File: src/rtl/core/adctm_pkg.sv
// Package for the trimmed-mean filter with brownout save detector.
// Holds field widths, register indexes, reset values and the result word type.
// No dependencies.
`timescale 1ns / 1ps

package adctm_pkg;

  // Field widths
  localparam int CH_W     = 3;
  localparam int SAMPLE_W = 12;
  localparam int SUM_W    = 14;
  localparam int TICK_W   = 16;
  localparam int CH_EXT_W = 5;
  localparam int CFG_W    = 16;
  localparam int IDX_W    = 2;

  localparam logic [SAMPLE_W-1:0] SAMPLE_MAX = 12'd4095;
  localparam logic [TICK_W-1:0]   TICK_MAX   = 16'hFFFF;

  // Register indexes on the configuration port
  localparam logic [IDX_W-1:0] REG_THRESHOLD = 2'd0;
  localparam logic [IDX_W-1:0] REG_STARTUP   = 2'd1;
  localparam logic [IDX_W-1:0] REG_HOLD      = 2'd2;
  localparam logic [IDX_W-1:0] REG_POWER_CH  = 2'd3;

  // Register reset values
  localparam logic [SAMPLE_W-1:0] THRESHOLD_RST = 12'd2100;
  localparam logic [TICK_W-1:0]   STARTUP_RST   = 16'd1000;
  localparam logic [TICK_W-1:0]   HOLD_RST      = 16'd5000;
  localparam logic [CH_W-1:0]     POWER_CH_RST  = 3'd0;

  // Output word widths
  localparam int M_TDATA_W = 24;
  localparam int S_TDATA_W = 16;

  // One result word
  typedef struct packed {
    logic                save_latched;
    logic                save_request;
    logic [SAMPLE_W-1:0] filtered_value;
    logic                filtered_valid;
    logic [CH_W-1:0]     out_channel;
  } result_t;

endpackage

File: src/rtl/core/adc_trim_mean_brownout_save.sv
// Each result word is registered at the output, or parked in the skid register during a stall.
// Throughput: one word per cycle while the skid is empty; the per-channel window update,
// the trim and the brownout step are one pass of logic from the input port into the state
// and the output register. An output register plus a skid register keep the input side
// open while a result waits. Reset: synchronous, active high; restarts windows, clears
// results, counters and latch, and loads the register defaults.
`timescale 1ns / 1ps

module adc_trim_mean_brownout_save
  import adctm_pkg::*;
#(
  parameter int NUM_CHANNELS = 8
) (
  input  logic                 clk,
  input  logic                 rst,
  // Slave stream
  input  logic                 s_tvalid,
  output logic                 s_tready,
  input  logic [S_TDATA_W-1:0] s_tdata,   // [2:0] channel, [14:3] sample, [15] zero
  input  logic                 s_tlast,   // tick_end
  // Master stream
  output logic                 m_tvalid,
  input  logic                 m_tready,
  output logic [M_TDATA_W-1:0] m_tdata,   // [2:0] out_channel, [14:3] filtered_value,
                                          // [15] save_request, [16] save_latched, rest zero
  output logic                 m_tuser,   // filtered_valid
  // Configuration
  input  logic                 cfg_we,
  input  logic [IDX_W-1:0]     cfg_index,
  input  logic [CFG_W-1:0]     cfg_data
);

  localparam int CH_IDX_W = (NUM_CHANNELS > 1) ? $clog2(NUM_CHANNELS) : 1;
  localparam logic [CH_EXT_W-1:0] NUM_CH_L = CH_EXT_W'(NUM_CHANNELS);

  // Configuration registers
  logic [SAMPLE_W-1:0] threshold;
  logic [TICK_W-1:0]   startup_delay;
  logic [TICK_W-1:0]   hold_ticks;
  logic [CH_W-1:0]     power_channel;

  // Per-channel window state
  logic [SUM_W-1:0]    win_sum   [NUM_CHANNELS];
  logic [SAMPLE_W-1:0] win_max   [NUM_CHANNELS];
  logic [SAMPLE_W-1:0] win_min   [NUM_CHANNELS];
  logic [1:0]          win_count [NUM_CHANNELS];
  logic [SAMPLE_W-1:0] ch_result [NUM_CHANNELS];

  // Brownout state
  logic [TICK_W-1:0]   startup_cnt;
  logic [TICK_W-1:0]   hold_cnt;
  logic                save_flag;

  // Output register and skid
  result_t             out_q;
  logic                out_valid;
  result_t             skid_q;
  logic                skid_valid;

  // Input fields
  logic [CH_W-1:0]     channel;
  logic [SAMPLE_W-1:0] sample;
  logic                accept;
  logic [CH_EXT_W-1:0] ch_ext;
  logic [CH_IDX_W-1:0] ch_idx;
  logic                ch_in_range;
  logic [CH_EXT_W-1:0] pc_ext;
  logic [CH_IDX_W-1:0] pc_idx;
  logic                pc_in_range;

  // Window update
  logic [SUM_W-1:0]    sum_next;
  logic [SAMPLE_W-1:0] max_next;
  logic [SAMPLE_W-1:0] min_next;
  logic [1:0]          count_next;
  logic                window_done;
  logic [SAMPLE_W:0]   trim;
  logic [SUM_W-1:0]    diff;
  logic [SUM_W-2:0]    half;
  logic [SAMPLE_W-1:0] result_value;

  // Brownout step
  logic [SAMPLE_W-1:0] power_value;
  logic [TICK_W-1:0]   startup_inc;
  logic [TICK_W-1:0]   startup_next;
  logic [TICK_W-1:0]   hold_next;
  logic                flag_set;
  logic                flag_next;
  logic                pulse;
  logic                low;
  logic                flag_mid;
  result_t             res;

  assign channel = s_tdata[CH_W-1:0];
  assign sample  = s_tdata[CH_W+SAMPLE_W-1:CH_W];

  assign s_tready = !skid_valid;
  assign accept   = s_tvalid && s_tready;

  assign ch_ext      = {2'b00, channel};
  assign ch_idx      = ch_ext[CH_IDX_W-1:0];
  assign ch_in_range = ch_ext < NUM_CH_L;
  assign pc_ext      = {2'b00, power_channel};
  assign pc_idx      = pc_ext[CH_IDX_W-1:0];
  assign pc_in_range = pc_ext < NUM_CH_L;

  // Accumulate the sample and trim max and min when the window fills
  always_comb begin
    sum_next    = win_sum[ch_idx] + {2'b00, sample};
    max_next    = (sample > win_max[ch_idx]) ? sample : win_max[ch_idx];
    min_next    = (sample < win_min[ch_idx]) ? sample : win_min[ch_idx];
    count_next  = win_count[ch_idx] + 2'd1;
    window_done = ch_in_range && (count_next == 2'd0);
    trim        = {1'b0, max_next} + {1'b0, min_next};
    diff        = sum_next - {1'b0, trim};
    half        = (sum_next >= {1'b0, trim}) ? diff[SUM_W-1:1] : '0;
    result_value = (half > {1'b0, SAMPLE_MAX}) ? SAMPLE_MAX : half[SAMPLE_W-1:0];
  end

  // Brownout step; forward this word's result when it updates the power channel
  always_comb begin
    power_value  = (window_done && (channel == power_channel)) ? result_value
                                                               : ch_result[pc_idx];
    startup_inc  = (startup_cnt != TICK_MAX) ? startup_cnt + 16'd1 : startup_cnt;
    low          = pc_in_range && (power_value <= threshold);
    flag_set     = 1'b0;
    flag_mid     = save_flag;
    flag_next    = save_flag;
    hold_next    = hold_cnt;
    startup_next = startup_cnt;
    if (s_tlast) begin
      if (startup_inc < startup_delay) begin
        startup_next = startup_inc;
      end else begin
        startup_next = startup_delay;
        flag_set     = low && !save_flag;
        flag_mid     = save_flag || flag_set;
        if (flag_mid) begin
          hold_next = (hold_cnt != TICK_MAX) ? hold_cnt + 16'd1 : hold_cnt;
        end else begin
          hold_next = '0;
        end
        flag_next = (hold_next >= hold_ticks) ? 1'b0 : flag_mid;
      end
    end
    pulse = flag_set;
  end

  // Assemble the result word
  always_comb begin
    res.out_channel    = channel;
    res.filtered_valid = window_done;
    res.filtered_value = window_done ? result_value : '0;
    res.save_request   = pulse;
    res.save_latched   = flag_next;
  end

  // Configuration writes
  always_ff @(posedge clk) begin
    if (rst) begin
      threshold     <= THRESHOLD_RST;
      startup_delay <= STARTUP_RST;
      hold_ticks    <= HOLD_RST;
      power_channel <= POWER_CH_RST;
    end else if (cfg_we) begin
      case (cfg_index)
        REG_THRESHOLD: threshold     <= cfg_data[SAMPLE_W-1:0];
        REG_STARTUP:   startup_delay <= cfg_data[TICK_W-1:0];
        REG_HOLD:      hold_ticks    <= cfg_data[TICK_W-1:0];
        REG_POWER_CH:  power_channel <= cfg_data[CH_W-1:0];
        default: ;
      endcase
    end
  end

  // Update window state on each accepted word with an in-range channel
  always_ff @(posedge clk) begin
    if (rst) begin
      for (int i = 0; i < NUM_CHANNELS; i++) begin
        win_sum[i]   <= '0;
        win_max[i]   <= '0;
        win_min[i]   <= SAMPLE_MAX;
        win_count[i] <= '0;
        ch_result[i] <= '0;
      end
    end else if (accept && ch_in_range) begin
      win_count[ch_idx] <= count_next;
      if (window_done) begin
        win_sum[ch_idx]   <= '0;
        win_max[ch_idx]   <= '0;
        win_min[ch_idx]   <= SAMPLE_MAX;
        ch_result[ch_idx] <= result_value;
      end else begin
        win_sum[ch_idx] <= sum_next;
        win_max[ch_idx] <= max_next;
        win_min[ch_idx] <= min_next;
      end
    end
  end

  // Advance brownout state
  always_ff @(posedge clk) begin
    if (rst) begin
      startup_cnt <= '0;
      hold_cnt    <= '0;
      save_flag   <= 1'b0;
    end else if (accept) begin
      startup_cnt <= startup_next;
      hold_cnt    <= hold_next;
      save_flag   <= flag_next;
    end
  end

  // Output register with skid: park the word when the output is stalled
  always_ff @(posedge clk) begin
    if (rst) begin
      out_valid  <= 1'b0;
      skid_valid <= 1'b0;
    end else if (!out_valid || m_tready) begin
      out_valid  <= skid_valid || accept;
      skid_valid <= 1'b0;
    end else if (accept) begin
      skid_valid <= 1'b1;
    end
  end

  always_ff @(posedge clk) begin
    if (!out_valid || m_tready) begin
      out_q <= skid_valid ? skid_q : res;
    end else if (accept) begin
      skid_q <= res;
    end
  end

  assign m_tvalid = out_valid;
  assign m_tuser  = out_q.filtered_valid;
  assign m_tdata  = {7'b0, out_q.save_latched, out_q.save_request,
                     out_q.filtered_value, out_q.out_channel};

endmodule

File: config.mk
export PLATFORM = sky130hd
export DESIGN_NAME = adc_trim_mean_brownout_save
export DESIGN_NICKNAME = d
export VERILOG_FILES = /design/src/rtl/core/adctm_pkg.sv /design/src/rtl/core/adc_trim_mean_brownout_save.sv
export SDC_FILE = /design/constraint.sdc
export NUM_CORES = 1
export LEC_CHECK = 0
export ABC_AREA = 1
export ABC_CLOCK_PERIOD_IN_PS = 11700
export CAP_MARGIN = 20
export CORE_MARGIN = 2
export CORE_UTILIZATION = 60
export DETAILED_ROUTE_END_ITERATION = 16
export DONT_BUFFER_PORTS = 1
export PLACE_DENSITY = 0.76
export SLEW_MARGIN = 20
export SYNTH_ARGS = -nofsm -noshare
export SYNTH_HDL_FRONTEND = slang
export SYNTH_SLANG_ARGS = --single-unit
File: constraint.sdc
create_clock -name clk -period 11.7 [get_ports clk]
set_input_delay 1.17 -clock clk [delete_from_list [all_inputs] [get_ports clk]]
set_output_delay 1.17 -clock clk [all_outputs]
set_load 0.01 [all_outputs]
=== Word-level counts from Yosys, hierarchy flattened ===
Memory sizes are Yosys's and may differ from the RTL's. A register that Yosys moved wholly into a read port is not among the register bits.
Index checks and enable logic that the tools add are counted.

* Input bits: 40
* Register bits after elaboration: 118
* Memories: 5
* Logic and storage cells: 128
* Bits in writable memories: 416

{| class="wikitable"
|+ Memories
! memory !! depth !! bits a word !! read ports !! clocked after memory_dff !! wr ports !! line !! text
|-
| win_sum || 8 || 14 || 1 || 0 || 8 || adc_trim_mean_brownout_save.sv:43 || <nowiki>logic [SUM_W-1:0] win_sum [NUM_CHANNELS];</nowiki>
|-
| ch_result || 8 || 12 || 1 || 1 || 8 || adc_trim_mean_brownout_save.sv:47 || <nowiki>logic [SAMPLE_W-1:0] ch_result [NUM_CHANNELS];</nowiki>
|-
| win_max || 8 || 12 || 1 || 0 || 8 || adc_trim_mean_brownout_save.sv:44 || <nowiki>logic [SAMPLE_W-1:0] win_max [NUM_CHANNELS];</nowiki>
|-
| win_min || 8 || 12 || 1 || 0 || 8 || adc_trim_mean_brownout_save.sv:45 || <nowiki>logic [SAMPLE_W-1:0] win_min [NUM_CHANNELS];</nowiki>
|-
| win_count || 8 || 2 || 1 || 0 || 8 || adc_trim_mean_brownout_save.sv:46 || <nowiki>logic [1:0] win_count [NUM_CHANNELS];</nowiki>
|}

* Equal/unequal tests: 6
* $lt $le $gt $ge: 9
* Add/sub/neg operators: 6
* Multiplexer cells: 51
* Bitwise gates (word level): 5
* Reduce and logical (&&, ||, !) cells: 27

{| class="wikitable"
|+ Operators by type and width
! operator !! count
|-
| $mux 12 || 10
|-
| $mux 16 || 6
|-
| $reduce_or 12->1 || 3
|-
| $add 16x1->16 const B || 2
|-
| $ne 16x16->1 const B || 2
|-
| $mux 14 || 2
|-
| $mux 1 || 23
|-
| $mux 3 || 7
|-
| $mux 18 || 1
|-
| $ge 16x16->1 || 1
|-
| $lt 16x16->1 || 1
|-
| $add 14x12->14 || 1
|-
| $ge 14x13->1 || 1
|-
| $reduce_or 14->1 || 1
|-
| $sub 14x13->14 || 1
|-
| $add 12x12->13 || 1
|-
| $gt 13x12->1 const B || 1
|-
| $mux 13 || 1
|-
| $gt 12x12->1 || 1
|-
| $le 12x12->1 || 1
|-
| $lt 12x12->1 || 1
|-
| $reduce_and 2->1 || 6
|-
| $lt 3x4->1 const B || 2
|-
| $logic_and 1x1->1 || 6
|-
| 12 further kinds || 22
|}

=== Longest topological paths before layout ===
An unclocked memory read counts as a cell.

* Word-level depth: 21
* Mapped depth: 65
* Gate-level depth less buffers: 60

=== Least setup slack after synthesis ===
Ideal clock, no wire load.

* Kind: input-to-reg
* Start: input s_tdata[0]
* End: register out_q, in the netlist m_tdata[16] (data pin)
* Buffers on the path: 7
* Required time: 11569 ps
* Stages: 59
* Path slack: 2618 ps
* Arrival: 8951 ps
* Path through: buf_4 > nand2_2 > inv_2 > buf_2 > buf_2 > a22o_1 > a221oi_1 > nand4_1 > inv_1 > ha_1 > a21oi_1 > nor2_1 > a211oi_1 > nand3_1 > nand2_1 > clkbuf_1 > clkbuf_1 > nor2_1 > [... 23 more ...] > nand4_1 > nor3_1 > a21oi_1 > o211ai_1 > nand3_1 > clkbuf_1 > nand2_1 > inv_1 > ha_1 > a21oi_1 > o21a_1 > o221ai_1 > a221oi_1 > nand3_1 > nand3b_1 > nand2_1 > nand2_1 > nand2_1

* Cells in the longest elaborated chain, start to end: 21
* Elaborated cells on any way between the ends: 34

{| class="wikitable"
|+ RTL lines
! what !! line !! text
|-
| start, declared || adc_trim_mean_brownout_save.sv:19 || <nowiki>input logic [S_TDATA_W-1:0] s_tdata,</nowiki>
|-
| $mem_v2 8x12, on equally long branches || -- ||
|-
| $gt 12x12->1 / $lt 12x12->1 (equally long branches) || adc_trim_mean_brownout_save.sv:110, adc_trim_mean_brownout_save.sv:111 ||
|-
| $mux 12, on equally long branches || adc_trim_mean_brownout_save.sv:110, adc_trim_mean_brownout_save.sv:111 ||
|-
| $add 12x12->13 || adc_trim_mean_brownout_save.sv:114 || <nowiki>trim = {1'b0, max_next} + {1'b0, min_next};</nowiki>
|-
| $sub 14x13->14 / $ge 14x13->1 (equally long branches) || adc_trim_mean_brownout_save.sv:115, adc_trim_mean_brownout_save.sv:116 ||
|-
| $mux 13 || adc_trim_mean_brownout_save.sv:116 || <nowiki>half = (sum_next >= {1'b0, trim}) ? diff[SUM_W-1:1] : '0;</nowiki>
|-
| $gt 13x12->1 || adc_trim_mean_brownout_save.sv:117 || <nowiki>result_value = (half > {1'b0, SAMPLE_MAX}) ? SAMPLE_MAX : half[SAMPLE_W-1:0];</nowiki>
|-
| $mux 12 || adc_trim_mean_brownout_save.sv:117 ||
|-
| [... 6 more ...] || -- ||
|-
| $mux 16 || adc_trim_mean_brownout_save.sv:132 || <nowiki>if (startup_inc < startup_delay) begin</nowiki>
|-
| $mux 16 || adc_trim_mean_brownout_save.sv:131 || <nowiki>if (s_tlast) begin</nowiki>
|-
| $ge 16x16->1 || adc_trim_mean_brownout_save.sv:143 || <nowiki>flag_next = (hold_next >= hold_ticks) ? 1'b0 : flag_mid;</nowiki>
|-
| $mux 1 (*) || adc_trim_mean_brownout_save.sv:143 ||
|-
| $mux 1 (*) || adc_trim_mean_brownout_save.sv:132 ||
|-
| $mux 1 (*) || adc_trim_mean_brownout_save.sv:131 ||
|-
| named net flag_next || adc_trim_mean_brownout_save.sv:88 || <nowiki>logic flag_next;</nowiki>
|-
| $mux 18 (*) || adc_trim_mean_brownout_save.sv:229 || <nowiki>out_q <= skid_valid ? skid_q : res;</nowiki>
|-
| end signal, assigned || adc_trim_mean_brownout_save.sv:229 ||
|-
| end, declared || adc_trim_mean_brownout_save.sv:55 || <nowiki>result_t out_q;</nowiki>
|}

Mark *: on every way through the listed nets, which the timed path passes. The rest lies on a longest branch. The select of a mux whose other input is x is not followed.
A chain may end at the register's enable or synchronous reset.

=== Final worst setup path ===
Ends and elaborated chain as after synthesis.

==> results.md <==
- Number of global-route vias before repair: 20,730
- # hold bufs at CTS: 0
- VDD IR max: between 0.15 and 0.2 mV
- Min-Delay Path Class: flip-flop to flip-flop
- Worst Tran Pin Value: 906.3 ps
- Final Slew Violations: 0
- Register bit total from synthesis: roughly 540
- Vias after detailed routing: 21,120
- CP max-delay cell: inv_2
- Critical path capture point type: flip-flop
- Core footprint: 44,320 µm²
- CTS Root Cell: clkbuf_16
- Finished Core Util: 66.26%
- First-pass GRT wire length: 115,700 µm
- Final period utilization: 87.35%
- Post-synth EDFFs: 452
- Final nets: 3,011
- CTS H-tree depth: 2
- Main synth FF type: edfxtp_1
- Share of cells above drive strength 1: 7.880%
- HPWL after detailed placement: 48,140 µm
- Power per cell area: 170.7 nW/µm²
- Die width: 216.2 µm
- Startpoint types: input port
- Synth Area per Inst: 9.406 µm²
- Longest Clk Path Bufs: 3
- Outcome: complete, no violations
- Row cnt: 77
- Critical Path RT: approximately 12,000 ps
- Worst-path clk slew: 60 ps
- Arrival @ worst endpoint: between 10,000 and 15,000 ps
- Die Footprint: 46,760 µm²
- Netlist cell types: 58
- Postcts setup bufs: 0
- Top cell type's share of synthesized area: 50.22%
- Post_cts resized: 0
- FMAX: 97.85 MHz
- Clock latency on the worst-skew pair: 630 ps
- Sequential area share after synthesis: 56.52%
- CP Class: input port to flip-flop
- Skew final: 29.71 ps
- Initial Util: 60.98%
- Vias per inst: around 6.0
- CTS Buf Count: 54
- Initial antenna violation count: 1
- Post-Place Cells: 3,398
- Reg2Reg Depth: 51
- Post-route ant nets: 0
- CP max stage delay: roughly 550 ps
- Leakage dissipation: 0.01130 µW
- Clock sinks: 537
- I/O Pins: 67
- CTS tree: yes
- Synth warnings: 0
- Overall routing resource usage: 32.11%
- Synth-to-Final Area Change: 8.667%
- Die Y: 216.2 µm
- Final min period: 10,220 ps
- Drt wl/cell: 21.36 µm
- RD Place Congestion: 0.9526
- Post-Route Setup TNS: 0 ps
- DR DRC count: 0
- Finished Layout Cells: 3,499
- Initial detailed-routing violation count: 2,289
- Most frequent CP cell: nand2_1
- Yosys top cell by area: edfxtp_1
- Largest net degree at the start of global routing: 58
- Final hold violation count: 0
- Cell Area, Synth: about 27,000 µm²
- Fillers: 3,514
- Crit Path Max Fanout: 24
- Post-synth ARST share: 0%
- Relative slew slack: 38.94%
- Top area cells in the synthesized netlist: edfxtp_1 (50%), nand2_1 (8.6%), dfxtp_1 (6.3%), nor2_1 (5.8%), ha_1 (4.9%)
- # port buffers: 0
- Final setup viols: 0
- Max-cap violation count: 0
- Worst hold path depth: 2
- Total gr overflow: 0
- TritonRoute pass-1 iters: 6
- Syn Inst Count: between 2,000 and 3,000
- Post-Route WL: 74,750 µm
- RSZ-0062 raised after global routing: no
[metrics by stage]
| stage | power, µW | instance area, µm² | worst slack, ps | hold slack (ps) |
|---|---|---|---|---|
| 2_1_floorplan | 3047 | 27050 | 2618 | 435.3 |
| 4_1_cts | 4991 | 29360 | 1616 | 467.8 |
| 5_1_grt | 5211 | 29360 | 524.5 | 496.0 |
| 6_report | 5012 | 29370 | 1480 | 466.7 |
| 3_3_place_gp | 3338 | 27700 | 1103 | 448.9 |
| 3_5_place_dp | 3360 | 27700 | 1070 | 458.4 |
[layout make-up]
class                           instances  area (µm²)  area share (%)
Clock buffer                           77        1500           5.108
Antenna cell                            1       2.502        0.008521
Timing Repair Buffer                   59       455.4           1.551
Sequential cell                       537       15270           52.01
Clock inverter                         23       165.2          0.5624
Inverter                              282        1059           3.604
Multi-Input combinational cell       1928       10170           34.63
Tap cell                              592       740.7           2.522
[cell families after synthesis]
group / share of synthesized area (%)
adder cells (fa/ha/maj): 5.130
other: 0.01388
AND/OR/NAND/NOR: 19.76
buffers and inverters: 6.107
flip-flops: 56.52
AO/OA/AOI/OAI: 11.49
XOR/XNOR: 0.9723
[where the power goes]
| part | internal, µW | switching (µW) |
|---|---|---|
| Combinational | 353 | 829 |
| Clock | 916 | 740 |
| Sequential | 2150 | 28.4 |
[cells in the final DEF, fill, tap and decap left out, types with 9 or more instances in the layout]
cell,n
nand2_1,613
clkbuf_1,19
a221oi_1,32
ha_1,106
a22oi_1,43
nor2_1,418
o211ai_1,21
or2_2,10
nor3_1,25
clkbuf_16,56
xor2_1,16
o221ai_1,11
dfxtp_1,85
xnor2_1,9
o21ai_1,20
o21ai_0,100
edfxtp_1,452
a21oi_1,191
nand4_1,44
buf_4,58
nand2_2,30
inv_2,24
clkinv_1,14
inv_1,252
nor2_2,10
a22o_1,35
a31oi_1,10
clkinv_2,9
nand3_1,102
nand2_4,9
[cells in the mapped netlist (16+ instances only)]
cell,number
a21oi_1,191
a221oi_1,32
a22o_1,35
a22oi_1,43
buf_2,23
clkbuf_1,80
dfxtp_1,85
edfxtp_1,452
ha_1,106
inv_1,252
inv_2,23
nand2_1,621
nand2_2,22
nand3_1,102
nand4_1,44
nor2_1,420
nor3_1,25
o211ai_1,21
o21ai_0,100
o21ai_1,20
xor2_1,16
[sequential cells by signal, indices dropped and copies added (netlist names), named ones only]
signal / flops
ch_result: 96
hold_cnt: 16
hold_ticks: 16
m_tdata: 17
m_tuser: 1
m_tvalid: 1
pc_idx: 3
save_flag: 1
skid_q: 18
skid_valid: 1
startup_cnt: 16
startup_delay: 16
threshold: 12
win_count: 16
win_max: 96
win_min: 96
win_sum: 112
[worst paths after layout]
| kind | from | endpoint | slack [ps] |
|---|---|---|---|
| max reg2reg | win_min[1][10] | m_tdata[16] | 2550 |
| max | s_tdata[0] | m_tdata[16] | 1480 |
| min | startup_cnt[14] | startup_cnt[14] | 470 |
| min reg2reg | startup_cnt[14] | startup_cnt[14] | 470 |
[critical path: cells and delay by family]
family / cells / cell delay (ps)
XOR/XNOR: 1 / 260
adder cells (fa/ha/maj): 5 / 1510
AO/OA/AOI/OAI: 17 / 2530
AND/OR/NAND/NOR: 21 / 3060
buffers and inverters: 10 / 2080
[per-layer routing]
metal  share of wire [%]  GRT usage [%]  wire (µm)
met1                  38          41.33      28490
met2                  48          54.05      36050
met3                 9.8          5.726       7300
met4                 3.9          13.04       2896
met5               0.017              0         13
No activity file was read; power rests on OpenSTA's default activity.
